### config.mk
export PLATFORM = sky130hd
export DESIGN_NAME = accel_orientation_lift_detector_flat
export DESIGN_NICKNAME = d
export VERILOG_FILES = /design/src/hdl/ald_pkg.sv /design/src/hdl/ald_sample_if.sv /design/src/hdl/ald_result_if.sv /design/src/hdl/ald_cfg.sv /design/src/hdl/ald_classify.sv /design/src/hdl/ald_track.sv /design/src/hdl/accel_orientation_lift_detector.sv /design/src/flat_wrapper.sv
export SDC_FILE = /design/constraint.sdc
export NUM_CORES = 2
export LEC_CHECK = 0
export BUFFER_PORTS_ARGS = -buffer_cell sky130_fd_sc_hd__buf_2
export CAP_MARGIN = 20
export CORE_ASPECT_RATIO = 0.9
export CORE_MARGIN = 5
export CORE_UTILIZATION = 40
export CTS_CLUSTER_SIZE = 40
export DETAILED_ROUTE_END_ITERATION = 10
export GPL_TIMING_DRIVEN = 0
export PLACE_DENSITY = 0.66
export SLEW_MARGIN = 0
export SYNTH_ARGS = -nofsm -noshare
export SYNTH_HDL_FRONTEND = slang
export SYNTH_SLANG_ARGS = --single-unit
### constraint.sdc
create_clock -name clk -period 9.6 [get_ports clk]
set_input_delay 0.48 -clock clk [delete_from_list [all_inputs] [get_ports clk]]
set_output_delay 0.48 -clock clk [all_outputs]
set_load 0.005 [all_outputs]
### src/hdl/ald_pkg.sv
package ald_pkg;

    localparam int ACCEL_BITS = 16;
    localparam int SQ_BITS    = 31;
    localparam int LEVEL_BITS = 32;
    localparam int STAMP_BITS = 32;
    localparam int HOLD_BITS  = 16;

    localparam logic [1:0] ROT_0 = 2'd0;
    localparam logic [1:0] ROT_1 = 2'd1;
    localparam logic [1:0] ROT_2 = 2'd2;
    localparam logic [1:0] ROT_3 = 2'd3;
    localparam logic [2:0] NO_CANDIDATE = 3'd4;

    localparam logic [1:0] REG_ORIENT_HOLD   = 2'd0;
    localparam logic [1:0] REG_LIFT_COOLDOWN = 2'd1;
    localparam logic [1:0] REG_LIFT_LEVEL    = 2'd2;
    localparam logic [1:0] REG_START_ROT     = 2'd3;

    localparam logic [HOLD_BITS-1:0]  HOLD_RESET     = 16'd500;
    localparam logic [HOLD_BITS-1:0]  COOLDOWN_RESET = 16'd1500;
    localparam logic [LEVEL_BITS-1:0] LEVEL_RESET    = 32'd30580900;
    localparam logic [1:0]            START_RESET    = ROT_0;

    typedef struct packed {
        logic [HOLD_BITS-1:0]  orient_hold_ms;
        logic [HOLD_BITS-1:0]  lift_gap_ms;
        logic [LEVEL_BITS-1:0] lift_level_sq;
        logic [1:0]            start_rotation;
        logic                  rot_load;
    } cfg_t;

    typedef struct packed {
        logic [1:0]            rot;
        logic [SQ_BITS-1:0]    sq_x;
        logic [SQ_BITS-1:0]    sq_y;
        logic [SQ_BITS-1:0]    sq_z;
        logic [STAMP_BITS-1:0] time_ms;
    } mid_t;

endpackage

### src/hdl/ald_sample_if.sv
interface ald_sample_if;
    logic               valid;
    logic               ready;
    logic signed [15:0] accel_x;
    logic signed [15:0] accel_y;
    logic signed [15:0] accel_z;
    logic        [31:0] time_ms;

    modport source (output valid, accel_x, accel_y, accel_z, time_ms, input ready);
    modport sink (input valid, accel_x, accel_y, accel_z, time_ms, output ready);
endinterface

### src/hdl/ald_result_if.sv
interface ald_result_if;
    logic       valid;
    logic       ready;
    logic       orient_event;
    logic [1:0] rotation;
    logic       lift_event;

    modport source (output valid, orient_event, rotation, lift_event, input ready);
    modport sink (input valid, orient_event, rotation, lift_event, output ready);
endinterface

### src/hdl/ald_cfg.sv
module ald_cfg (
    input  logic          clk,
    input  logic          rst_n,
    input  logic          psel,
    input  logic          penable,
    input  logic          pwrite,
    input  logic [3:0]    paddr,
    input  logic [31:0]   pwdata,
    output logic [31:0]   prdata,
    output logic          pready,
    output ald_pkg::cfg_t cfg
);
    import ald_pkg::*;

    logic [HOLD_BITS-1:0]  hold_reg;
    logic [HOLD_BITS-1:0]  cooldown_reg;
    logic [LEVEL_BITS-1:0] level_reg;
    logic [1:0]            start_reg;
    logic                  load_reg;
    logic                  wr_en;
    logic [1:0]            idx;

    assign pready = 1'b1;
    assign wr_en  = psel && penable && pwrite;
    assign idx    = paddr[3:2];

    always_ff @(posedge clk or negedge rst_n)
    begin
        if (!rst_n)
        begin
            hold_reg     <= HOLD_RESET;
            cooldown_reg <= COOLDOWN_RESET;
            level_reg    <= LEVEL_RESET;
            start_reg    <= START_RESET;
            load_reg     <= 1'b0;
        end
        else
        begin
            load_reg <= 1'b0;
            if (wr_en)
            begin
                case (idx)
                    REG_ORIENT_HOLD:   hold_reg     <= pwdata[HOLD_BITS-1:0];
                    REG_LIFT_COOLDOWN: cooldown_reg <= pwdata[HOLD_BITS-1:0];
                    REG_LIFT_LEVEL:    level_reg    <= pwdata[LEVEL_BITS-1:0];
                    REG_START_ROT:
                    begin
                        start_reg <= pwdata[1:0];
                        load_reg  <= 1'b1;
                    end
                    default: ;
                endcase
            end
        end
    end

    always_comb
    begin
        case (idx)
            REG_ORIENT_HOLD:   prdata = 32'(hold_reg);
            REG_LIFT_COOLDOWN: prdata = 32'(cooldown_reg);
            REG_LIFT_LEVEL:    prdata = level_reg;
            REG_START_ROT:     prdata = 32'(start_reg);
            default:           prdata = '0;
        endcase
    end

    assign cfg.orient_hold_ms = hold_reg;
    assign cfg.lift_gap_ms    = cooldown_reg;
    assign cfg.lift_level_sq  = level_reg;
    assign cfg.start_rotation = start_reg;
    assign cfg.rot_load       = load_reg;

endmodule

### src/hdl/ald_classify.sv
module ald_classify (
    input  logic          clk,
    input  logic          rst_n,
    ald_sample_if.sink    smp,
    input  logic          mid_take,
    output logic          mid_valid,
    output ald_pkg::mid_t mid
);
    import ald_pkg::*;

    logic                         in_valid_reg;
    logic signed [ACCEL_BITS-1:0] x_reg;
    logic signed [ACCEL_BITS-1:0] y_reg;
    logic signed [ACCEL_BITS-1:0] z_reg;
    logic        [STAMP_BITS-1:0] t_reg;
    logic                         mid_valid_reg;
    mid_t                         mid_reg;
    mid_t                         mid_next;
    logic                         mid_free;
    logic                         in_move;
    logic        [ACCEL_BITS:0]   abs_x;
    logic        [ACCEL_BITS:0]   abs_y;
    logic signed [2*ACCEL_BITS-1:0] px;
    logic signed [2*ACCEL_BITS-1:0] py;
    logic signed [2*ACCEL_BITS-1:0] pz;

    assign mid_free  = !mid_valid_reg || mid_take;
    assign in_move   = in_valid_reg && mid_free;
    assign smp.ready = !in_valid_reg || mid_free;

    always_ff @(posedge clk or negedge rst_n)
    begin
        if (!rst_n)
        begin
            in_valid_reg <= 1'b0;
        end
        else if (smp.ready)
        begin
            in_valid_reg <= smp.valid;
        end
    end

    always_ff @(posedge clk)
    begin
        if (smp.valid && smp.ready)
        begin
            x_reg <= smp.accel_x;
            y_reg <= smp.accel_y;
            z_reg <= smp.accel_z;
            t_reg <= smp.time_ms;
        end
    end

    always_comb
    begin
        abs_x = x_reg[ACCEL_BITS-1] ? (ACCEL_BITS+1)'(-x_reg) : {1'b0, x_reg};
        abs_y = y_reg[ACCEL_BITS-1] ? (ACCEL_BITS+1)'(-y_reg) : {1'b0, y_reg};
        if (x_reg[ACCEL_BITS-1])
        begin
            abs_x = (ACCEL_BITS+1)'(0) - {x_reg[ACCEL_BITS-1], x_reg};
        end
        if (y_reg[ACCEL_BITS-1])
        begin
            abs_y = (ACCEL_BITS+1)'(0) - {y_reg[ACCEL_BITS-1], y_reg};
        end
        px = x_reg * x_reg;
        py = y_reg * y_reg;
        pz = z_reg * z_reg;
        if (abs_x > abs_y)
        begin
            mid_next.rot = (!x_reg[ACCEL_BITS-1] && x_reg != '0) ? ROT_2 : ROT_0;
        end
        else
        begin
            mid_next.rot = (!y_reg[ACCEL_BITS-1] && y_reg != '0) ? ROT_1 : ROT_3;
        end
        mid_next.sq_x    = px[SQ_BITS-1:0];
        mid_next.sq_y    = py[SQ_BITS-1:0];
        mid_next.sq_z    = pz[SQ_BITS-1:0];
        mid_next.time_ms = t_reg;
    end

    always_ff @(posedge clk or negedge rst_n)
    begin
        if (!rst_n)
        begin
            mid_valid_reg <= 1'b0;
        end
        else if (mid_free)
        begin
            mid_valid_reg <= in_valid_reg;
        end
    end

    always_ff @(posedge clk)
    begin
        if (in_move)
        begin
            mid_reg <= mid_next;
        end
    end

    assign mid_valid = mid_valid_reg;
    assign mid       = mid_reg;

endmodule

### src/hdl/ald_track.sv
module ald_track #(
    parameter int TIME_BITS = 32
) (
    input  logic          clk,
    input  logic          rst_n,
    input  ald_pkg::cfg_t cfg,
    input  logic          mid_valid,
    input  ald_pkg::mid_t mid,
    output logic          mid_take,
    ald_result_if.source  res
);
    import ald_pkg::*;

    localparam int EXT_BITS = (TIME_BITS > STAMP_BITS) ? TIME_BITS : STAMP_BITS;

    logic [1:0]            committed_reg;
    logic [1:0]            committed_next;
    logic [2:0]            cand_reg;
    logic [2:0]            cand_next;
    logic [TIME_BITS-1:0]  since_reg;
    logic [TIME_BITS-1:0]  since_next;
    logic [TIME_BITS-1:0]  last_lift_reg;
    logic [TIME_BITS-1:0]  last_lift_next;
    logic                  out_valid_reg;
    logic                  orient_reg;
    logic                  orient_next;
    logic [1:0]            rot_out_reg;
    logic                  lift_reg;
    logic                  lift_next;
    logic                  advance;
    logic [EXT_BITS-1:0]   time_ext;
    logic [TIME_BITS-1:0]  now;
    logic [TIME_BITS-1:0]  held;
    logic [TIME_BITS-1:0]  since_lift;
    logic [LEVEL_BITS-1:0] mag_sq;
    logic                  over_level;

    assign advance  = mid_valid && (!out_valid_reg || res.ready);
    assign mid_take = advance;

    assign time_ext   = EXT_BITS'(mid.time_ms);
    assign now        = time_ext[TIME_BITS-1:0];
    assign held       = now - since_reg;
    assign since_lift = now - last_lift_reg;
    assign mag_sq     = LEVEL_BITS'(mid.sq_x) + LEVEL_BITS'(mid.sq_y)
                      + LEVEL_BITS'(mid.sq_z);
    assign over_level = mag_sq > cfg.lift_level_sq;

    always_comb
    begin
        committed_next = committed_reg;
        cand_next      = cand_reg;
        since_next     = since_reg;
        orient_next    = 1'b0;
        last_lift_next = last_lift_reg;
        lift_next      = 1'b0;
        if (mid.rot == committed_reg)
        begin
            cand_next = {1'b0, mid.rot};
        end
        else if ({1'b0, mid.rot} != cand_reg)
        begin
            cand_next  = {1'b0, mid.rot};
            since_next = now;
        end
        else if (held >= TIME_BITS'(cfg.orient_hold_ms))
        begin
            committed_next = mid.rot;
            orient_next    = 1'b1;
        end
        if (over_level && since_lift > TIME_BITS'(cfg.lift_gap_ms))
        begin
            last_lift_next = now;
            lift_next      = 1'b1;
        end
    end

    always_ff @(posedge clk or negedge rst_n)
    begin
        if (!rst_n)
        begin
            committed_reg <= START_RESET;
            cand_reg      <= NO_CANDIDATE;
            since_reg     <= '0;
            last_lift_reg <= '0;
            out_valid_reg <= 1'b0;
        end
        else
        begin
            if (advance)
            begin
                committed_reg <= committed_next;
                cand_reg      <= cand_next;
                since_reg     <= since_next;
                last_lift_reg <= last_lift_next;
                out_valid_reg <= 1'b1;
            end
            else
            begin
                if (cfg.rot_load)
                begin
                    committed_reg <= cfg.start_rotation;
                end
                if (res.ready)
                begin
                    out_valid_reg <= 1'b0;
                end
            end
        end
    end

    always_ff @(posedge clk)
    begin
        if (advance)
        begin
            orient_reg  <= orient_next;
            rot_out_reg <= committed_next;
            lift_reg    <= lift_next;
        end
    end

    assign res.valid        = out_valid_reg;
    assign res.orient_event = orient_reg;
    assign res.rotation     = rot_out_reg;
    assign res.lift_event   = lift_reg;

    a_commit_needs_candidate: assert property (@(posedge clk) disable iff (!rst_n)
        advance && orient_next |-> cand_reg == {1'b0, mid.rot})
        else $error("rotation committed without a held candidate");

    a_lift_records_time: assert property (@(posedge clk) disable iff (!rst_n)
        advance && lift_next |=> last_lift_reg == $past(now))
        else $error("lift time not recorded");

    a_candidate_code: assert property (@(posedge clk) disable iff (!rst_n)
        cand_reg <= NO_CANDIDATE)
        else $error("candidate code out of range");

    a_orient_changes_rotation: assert property (@(posedge clk) disable iff (!rst_n)
        advance && orient_next |-> committed_next != committed_reg)
        else $error("orientation beat without a rotation change");

endmodule

### src/hdl/accel_orientation_lift_detector.sv
// Accelerometer orientation and lift detector.
// Sample channel (smp): one beat carries accel_x/y/z (signed, 1/4096 g) and
// a millisecond timestamp time_ms. Result channel (res): one beat per sample
// with orient_event, the committed rotation and lift_event.
// Configuration: APB writes to orient_hold_ms (0x0), lift cooldown (0x4),
// lift_level_sq (0x8) and start_rotation (0xC); write only while idle.
// Writing start_rotation loads the committed rotation if no beat advances.
// Each sample passes through the input register, the square and classify stage
// and the tracking stage to the output register. Throughput: one sample per
// cycle while res.ready is high; the tracking stage updates the orientation
// and lift state once per beat.
// Reset: restores register defaults, committed rotation 0, no candidate,
// timestamps zero, and empties the pipe.
// Stall: when res.ready is low the result holds; stages behind it keep filling
// until the input register is occupied, then smp.ready drops.
module accel_orientation_lift_detector #(
    parameter int TIME_BITS = 32
) (
    input  logic        clk,
    input  logic        rst_n,
    input  logic        psel,
    input  logic        penable,
    input  logic        pwrite,
    input  logic [3:0]  paddr,
    input  logic [31:0] pwdata,
    output logic [31:0] prdata,
    output logic        pready,
    ald_sample_if.sink  smp,
    ald_result_if.source res
);
    import ald_pkg::*;

    cfg_t cfg;
    mid_t mid;
    logic mid_valid;
    logic mid_take;

    ald_cfg u_cfg (
        .clk     (clk),
        .rst_n   (rst_n),
        .psel    (psel),
        .penable (penable),
        .pwrite  (pwrite),
        .paddr   (paddr),
        .pwdata  (pwdata),
        .prdata  (prdata),
        .pready  (pready),
        .cfg     (cfg)
    );

    ald_classify u_classify (
        .clk       (clk),
        .rst_n     (rst_n),
        .smp       (smp),
        .mid_take  (mid_take),
        .mid_valid (mid_valid),
        .mid       (mid)
    );

    ald_track #(
        .TIME_BITS (TIME_BITS)
    ) u_track (
        .clk       (clk),
        .rst_n     (rst_n),
        .cfg       (cfg),
        .mid_valid (mid_valid),
        .mid       (mid),
        .mid_take  (mid_take),
        .res       (res)
    );

endmodule
### src/flat_wrapper.sv
// flat-port wrapper written by rule: the top's interface ports become plain ports
module accel_orientation_lift_detector_flat import ald_pkg::*;
#(
    parameter int TIME_BITS = 32
)
  (clk, rst_n, psel, penable, pwrite, paddr, pwdata, prdata, pready, smp_valid, smp_accel_x, smp_accel_y, smp_accel_z, smp_time_ms, smp_ready, res_valid, res_orient_event, res_rotation, res_lift_event, res_ready);
  ald_sample_if smp_i ();
  ald_result_if res_i ();
  input  logic clk;
  input  logic rst_n;
  input  logic psel;
  input  logic penable;
  input  logic pwrite;
  input  logic [3:0] paddr;
  input  logic [31:0] pwdata;
  output logic [31:0] prdata;
  output logic pready;
  input wire logic [$bits(smp_i.valid)-1:0] smp_valid;
  input wire logic [$bits(smp_i.accel_x)-1:0] smp_accel_x;
  input wire logic [$bits(smp_i.accel_y)-1:0] smp_accel_y;
  input wire logic [$bits(smp_i.accel_z)-1:0] smp_accel_z;
  input wire logic [$bits(smp_i.time_ms)-1:0] smp_time_ms;
  output wire logic [$bits(smp_i.ready)-1:0] smp_ready;
  output wire logic [$bits(res_i.valid)-1:0] res_valid;
  output wire logic [$bits(res_i.orient_event)-1:0] res_orient_event;
  output wire logic [$bits(res_i.rotation)-1:0] res_rotation;
  output wire logic [$bits(res_i.lift_event)-1:0] res_lift_event;
  input wire logic [$bits(res_i.ready)-1:0] res_ready;
  assign smp_i.valid = smp_valid;
  assign smp_i.accel_x = smp_accel_x;
  assign smp_i.accel_y = smp_accel_y;
  assign smp_i.accel_z = smp_accel_z;
  assign smp_i.time_ms = smp_time_ms;
  assign smp_ready = smp_i.ready;
  assign res_valid = res_i.valid;
  assign res_orient_event = res_i.orient_event;
  assign res_rotation = res_i.rotation;
  assign res_lift_event = res_i.lift_event;
  assign res_i.ready = res_ready;
  accel_orientation_lift_detector #(.TIME_BITS(TIME_BITS)) u_core (.clk(clk), .rst_n(rst_n), .psel(psel), .penable(penable), .pwrite(pwrite), .paddr(paddr), .pwdata(pwdata), .prdata(prdata), .pready(pready), .smp(smp_i), .res(res_i));
endmodule
Yosys cells after proc, flatten, opt, wreduce, memory -nomap -nowiden
Cells that the tools add are included.
{"block": "word_totals", "inputBits": 123, "output_inout_bits": 39, "register_bits": 350}
{"block": "op_classes", "n_eq_ne": 5, "magnitude_cmp": 4, "reduce_logical": 30, "mul": 3, "bitwise_logic": 1, "muxes": 19, "addsub": 6}
{"cell": "$pmux W32 S4", "count": 1}
{"cell": "$mul A16 B16 Y31", "count": 3}
{"cell": "$sub A32 B32 Y32", "count": 2}
{"cell": "$mux W17", "count": 2}
{"cell": "$sub A1 B16 Y17 const A", "count": 2}
{"cell": "$add A31 B31 Y32", "count": 1}
{"cell": "$add A32 B31 Y32", "count": 1}
{"cell": "$ge A32 B16 Y1", "count": 1}
{"cell": "$gt A32 B16 Y1", "count": 1}
{"cell": "$gt A32 B32 Y1", "count": 1}
{"cell": "$reduce_bool A16 Y1", "count": 2}
{"cell": "$gt A17 B17 Y1", "count": 1}
{"cell": "$mux W2", "count": 8}
{"cell": "$reduce_and A2 Y1", "count": 6}
{"cell": "$logic_and A1 B1 Y1", "count": 8}
{"cell": "$mux W1", "count": 6}
{"cell": "$mux W3", "count": 2}
{"cell": "$reduce_bool A2 Y1", "count": 3}
{"cell": "$logic_not A1 Y1", "count": 5}
{"cell": "$eq A2 B2 Y1 const B", "count": 2}
{"cell": "$logic_or A1 B1 Y1", "count": 3}
{"cell": "$ne A2 B3 Y1", "count": 1}
{"cell": "$reduce_and A3 Y1", "count": 1}
{"cell": "$eq A2 B1 Y1 const B", "count": 1}
{"cell": "other kinds (4)", "count": 4}

Logic depth before layout (Yosys ltp)
{"block": "logic_depth", "ltp_word": 6, "depth_mapped": 26, "ltp_nobuf": 25}

Modules after synthesis
From an unflattened synthesis, not the netlist that was laid out.
{"block": "unflattened", "hier_cells": 4859, "area_unflattened_um2": 47037.6}
{"module": "ald_classify", "instances": 1, "area_each_um2": 33562.2, "seq_area_each_um2": 6175.9, "cells_each": 3312}
{"module": "ald_track", "instances": 1, "area_each_um2": 10412.5, "seq_area_each_um2": 1873.0, "cells_each": 1329}
{"module": "ald_cfg", "instances": 1, "area_each_um2": 3062.9, "seq_area_each_um2": 1705.4, "cells_each": 218}

Least setup slack after synthesis
No wires, ideal clock.
{"block": "synth_path", "kind": "flip-flop to flip-flop", "from": "register u_core.u_classify.y_reg[15]", "to": "register u_core.u_classify.mid_reg (netlist bit u_core.u_classify.mid[92]) (data pin)", "synth_period_minus_slack_ps": 7100, "required_ps": 9339, "stages_incl_launch_ff": 24, "setup_ps": 261, "slack_ps": 2500, "path_buffers": 2, "arrival_time_ps": 6839, "path_cell_list": "edfxtp_1 > clkbuf_1 > clkinv_1 > buf_1 > nor2_1 > fa_1 > fa_1 > fa_1 > fa_1 > fa_1 > inv_1 > fa_1 > inv_1 > ha_1 > a21o_1 > a21o_1 > a21o_1 > a21o_1 > a21o_1 > or3_1 > o211a_1 > o21a_1 > o2111a_1 > a311o_1"}
{"item": "start: declaration", "line": "ald_classify.sv:13", "source": "logic signed [ACCEL_BITS-1:0] y_reg;"}
{"item": "start signal: assignment", "line": "ald_classify.sv:48", "source": "y_reg <= smp.accel_y;"}
{"item": "end signal: assignment", "line": "ald_classify.sv:99", "source": "mid_reg <= mid_next;"}
{"item": "end: declaration", "line": "ald_classify.sv:17", "source": "mid_t mid_reg;"}

==> impl_metrics.ini <==
[status]
status = complete, no violations

[timing]
period_needed_ps = 8220
fin_worst_skew_ps = 29.6
slew_violations = 0
report.final.setup_viol = 0
timing.final.hold_violations = 0
worst_pin_slew_ps = 1050
rsz_0062_raised_after_global_routing = false
relSlewSlack_pct = 30.2
setup_total_negative_slack_ps = 0
maxClockFrequency_ghz = 0.122
layout_worst_path_cycle_share_pct = 85.6

[synthesis]
synth-seq-cells = 347
yosys.area_share.xor_xnor_pct = 4.22
synth.lib_cells_used.distinct = 93
synth_flop_cell = sky130_fd_sc_hd__edfxtp_1
asyncSetResetFlopFracSynth_pct = 40.1
synth_seq_area_share_pct = 21.1
post_synth_fa_ha_maj_area_fraction_pct = 42.9
synth_warnings = 0
synth-edff-count = 208
synth_compound_area_share_pct = 8.90
synth_top_family_by_area = adder cells
synth_simple_gate_area_share_pct = 10.4
synthesis.area_per_instance_um2 = 9.81
synthMuxAreaShare_pct = 2.24
synthesis.instances = 4719
post_synth_instance_area_um2 = 46300

[floorplanning]
boundaryPins = 162
die_width_um = 369
die-area_um2 = 123000
die-height_um = 333
floorplan.core_area_um2 = 115000
initial_core_util_pct = 40.2
placement_rows = 118

[final_layout]
drive_gt1_share_pct = 7.76
largest_register_ffs = 124
synthToLayoutAreaGrowth_pct = 10.4
num-fill-cells = 11000
num-nets-final = 6254

[setup_path]
critPathArrivalTime_ps = 8600
critPathCaptureType = flip-flop
criticalPathCategory = flip-flop to flip-flop
critical_path_data_required_time_ps = 9990
path_max_fanout = 10
critical_path_start_type = flip-flop

[worst_hold_path]
hold_wc_path_type = input port to flip-flop

[grt]
grt_pass1_wl_um = 184000
gr-usage-all-layers_pct = 18.8
grt_util_met3_pct = 3.08
globalRouteMet1Util_pct = 25.9
top_usage_layer = met2
global_route.overflow_total = 0
number_of_antenna_violations_at_the_first_check_in_global_routing = 4
maximum_number_of_pins_on_one_net_before_global_route_repair = 83
grt_use_met2_pct = 31.3
vias_in_the_first_global_route = 34100

[job]
max_cap_viol_count = 0

[clock_tree]
clock_sink_count = 347
cts-root-to-sink-buffers = 3
tritoncts_buffers = 46
path_clk_slew_ps = 60
cts_tree = built
h_tree_depth = 2
clockRootBuffer = sky130_fd_sc_hd__clkbuf_16
worst_skew_pair.late_latency_ps = 620

[routing]
route.detailed.vias_per_inst = 5.04
routed-via-count = 32900
drt_wirelength_um = 114000
post_drt_wl_per_cell_um = 17.5
drt_drc_violations_left = 0
initialDrtViolationCount = 1875
drt_pre_antenna_iters = 6
route.antenna.remaining_nets = 0

[placement]
place.gp.congestion = 0.924
port-buffer-count = 158
dp_hpwl_um = 94900
cell families after synthesis:
group | after synthesis
buffers and inverters | 1247
AO/OA/AOI/OAI | 637
flip-flops | 347
XOR/XNOR | 223
multiplexers | 82
AND/OR/NAND/NOR | 1024
adder cells (fa/ha/maj) | 1157
other | 2
stage by stage:
step           instance area, um^2  setup slack (ps)  utilization [%]  hold WS [ps]  instances
2_1_floorplan                46300              2500                -           184       4720
3_3_place_gp                 49000              1490             42.6           404       6378
3_5_place_dp                 49100              1470             42.7           405       6383
4_1_cts                      51100              1460             44.4         0.154       6510
5_1_grt                      51100               996             44.4          12.7       6511
6_report                     51100              1380             44.4          49.4       6512
final timing paths:
check | endpoint | startpoint | slack, ps | cells past startpoint
max | u_core.u_classify.mid[124] | u_core.u_classify.x_reg[12] | 1380 | 24
min | u_core.u_classify.y_reg[5] | smp_accel_y[5] | 50 | 1
max reg2reg | u_core.u_classify.mid[124] | u_core.u_classify.x_reg[12] | 1380 | 24
min reg2reg | u_core.u_classify.mid[7] | u_core.u_classify.t_reg[7] | 420 | 0
max in group asynchronous | u_core.u_track.last_lift_reg[24] | rst_n | 8330 | 3
min in group asynchronous | u_core.u_track.last_lift_reg[19] | rst_n | 420 | 2
per-layer routing:
metal | vias up | share of wire (%)
met1 | 16500 | 44
met4 | 2 | 2.4
met3 | 140 | 6.0
li1 | 15400 | -
met2 | 770 | 48
met5 | - | 0.0097
worst max-delay path, stage by stage (launching register included):
cell                       delay [ps]
sky130_fd_sc_hd__edfxtp_1         410
sky130_fd_sc_hd__clkbuf_1         620
sky130_fd_sc_hd__clkinv_1         610
sky130_fd_sc_hd__nor2_1           400
sky130_fd_sc_hd__ha_1             310
sky130_fd_sc_hd__xor2_1           250
sky130_fd_sc_hd__fa_1             460
sky130_fd_sc_hd__fa_1             520
sky130_fd_sc_hd__inv_1             60
sky130_fd_sc_hd__fa_1             490
sky130_fd_sc_hd__fa_1             490
sky130_fd_sc_hd__inv_1             50
sky130_fd_sc_hd__fa_1             470
sky130_fd_sc_hd__inv_1             40
sky130_fd_sc_hd__ha_1             350
sky130_fd_sc_hd__a21o_1           180
sky130_fd_sc_hd__a21o_1           170
sky130_fd_sc_hd__a21oi_1          180
sky130_fd_sc_hd__o21ai_0          180
sky130_fd_sc_hd__nor3_1           180
sky130_fd_sc_hd__a21oi_1          150
sky130_fd_sc_hd__o41ai_1          470
sky130_fd_sc_hd__o21ai_0          240
sky130_fd_sc_hd__o41a_1           360
sky130_fd_sc_hd__xnor2_1          350
Yosys cell counts (all sizes together) (18+ instances only):
cell type | number | area (um^2)
inv | 1112 | 4170
fa | 718 | 14400
ha | 439 | 5490
nand2 | 410 | 1540
nor2 | 218 | 818
edfxtp | 208 | 6250
o21ai | 179 | 900
a21oi | 167 | 840
xnor2 | 167 | 1460
dfrtp | 115 | 2880
and2 | 114 | 713
clkbuf | 101 | 379
a21o | 79 | 593
mux2 | 62 | 811
xor2 | 56 | 490
nand3 | 48 | 240
nor3 | 46 | 240
nand4 | 37 | 231
nand2b | 34 | 213
o21a | 32 | 241
a211oi | 28 | 238
dfstp | 24 | 631
buf | 22 | 153
nor2b | 21 | 131
or3 | 21 | 131
o21bai | 20 | 150
mux2i | 18 | 180
area by class of cell:
type | count | area, um^2 | area share (%)
clock buffer | 52 | 1190 | 2.34
clock inverter | 33 | 384 | 0.752
inverter | 1124 | 4220 | 8.25
sequential | 347 | 9750 | 19.1
timing repair buffer | 206 | 1350 | 2.63
antenna | 1 | 2.50 | 0.00490
multi-input combinational | 3126 | 31800 | 62.2
tap | 1500 | 1880 | 3.67
buffer | 123 | 532 | 1.04
layout by cell type (no fill, tap or decap), drive strengths merged, types with 28 or more instances in the layout:
master,netlist,layout
a21o,79,79
nand2,410,410
ha,439,439
xor2,56,56
nand3,48,48
clkinv,12,30
and2,114,114
clkbuf,101,154
o21ai,179,179
nor2,218,218
a211oi,28,28
mux2,62,62
nand2b,34,34
buf,22,185
a21oi,167,167
fa,718,718
nor3,46,46
dfrtp,115,115
dlygate4sd3,0,42
o21a,32,32
xnor2,167,167
edfxtp,208,208
nand4,37,37
inv,1112,1119
what timing repair did:
item	4_1_cts	5_1_grt
gates resized for setup	0	0
hold buffers	42	0
hold endpoints to repair	86	0
endpoints found under the setup margin	0	0
setup buffers	0	0
Power is not shown: default switching activity piles up to over one toggle a cycle in this logic, so the estimate is an artifact.
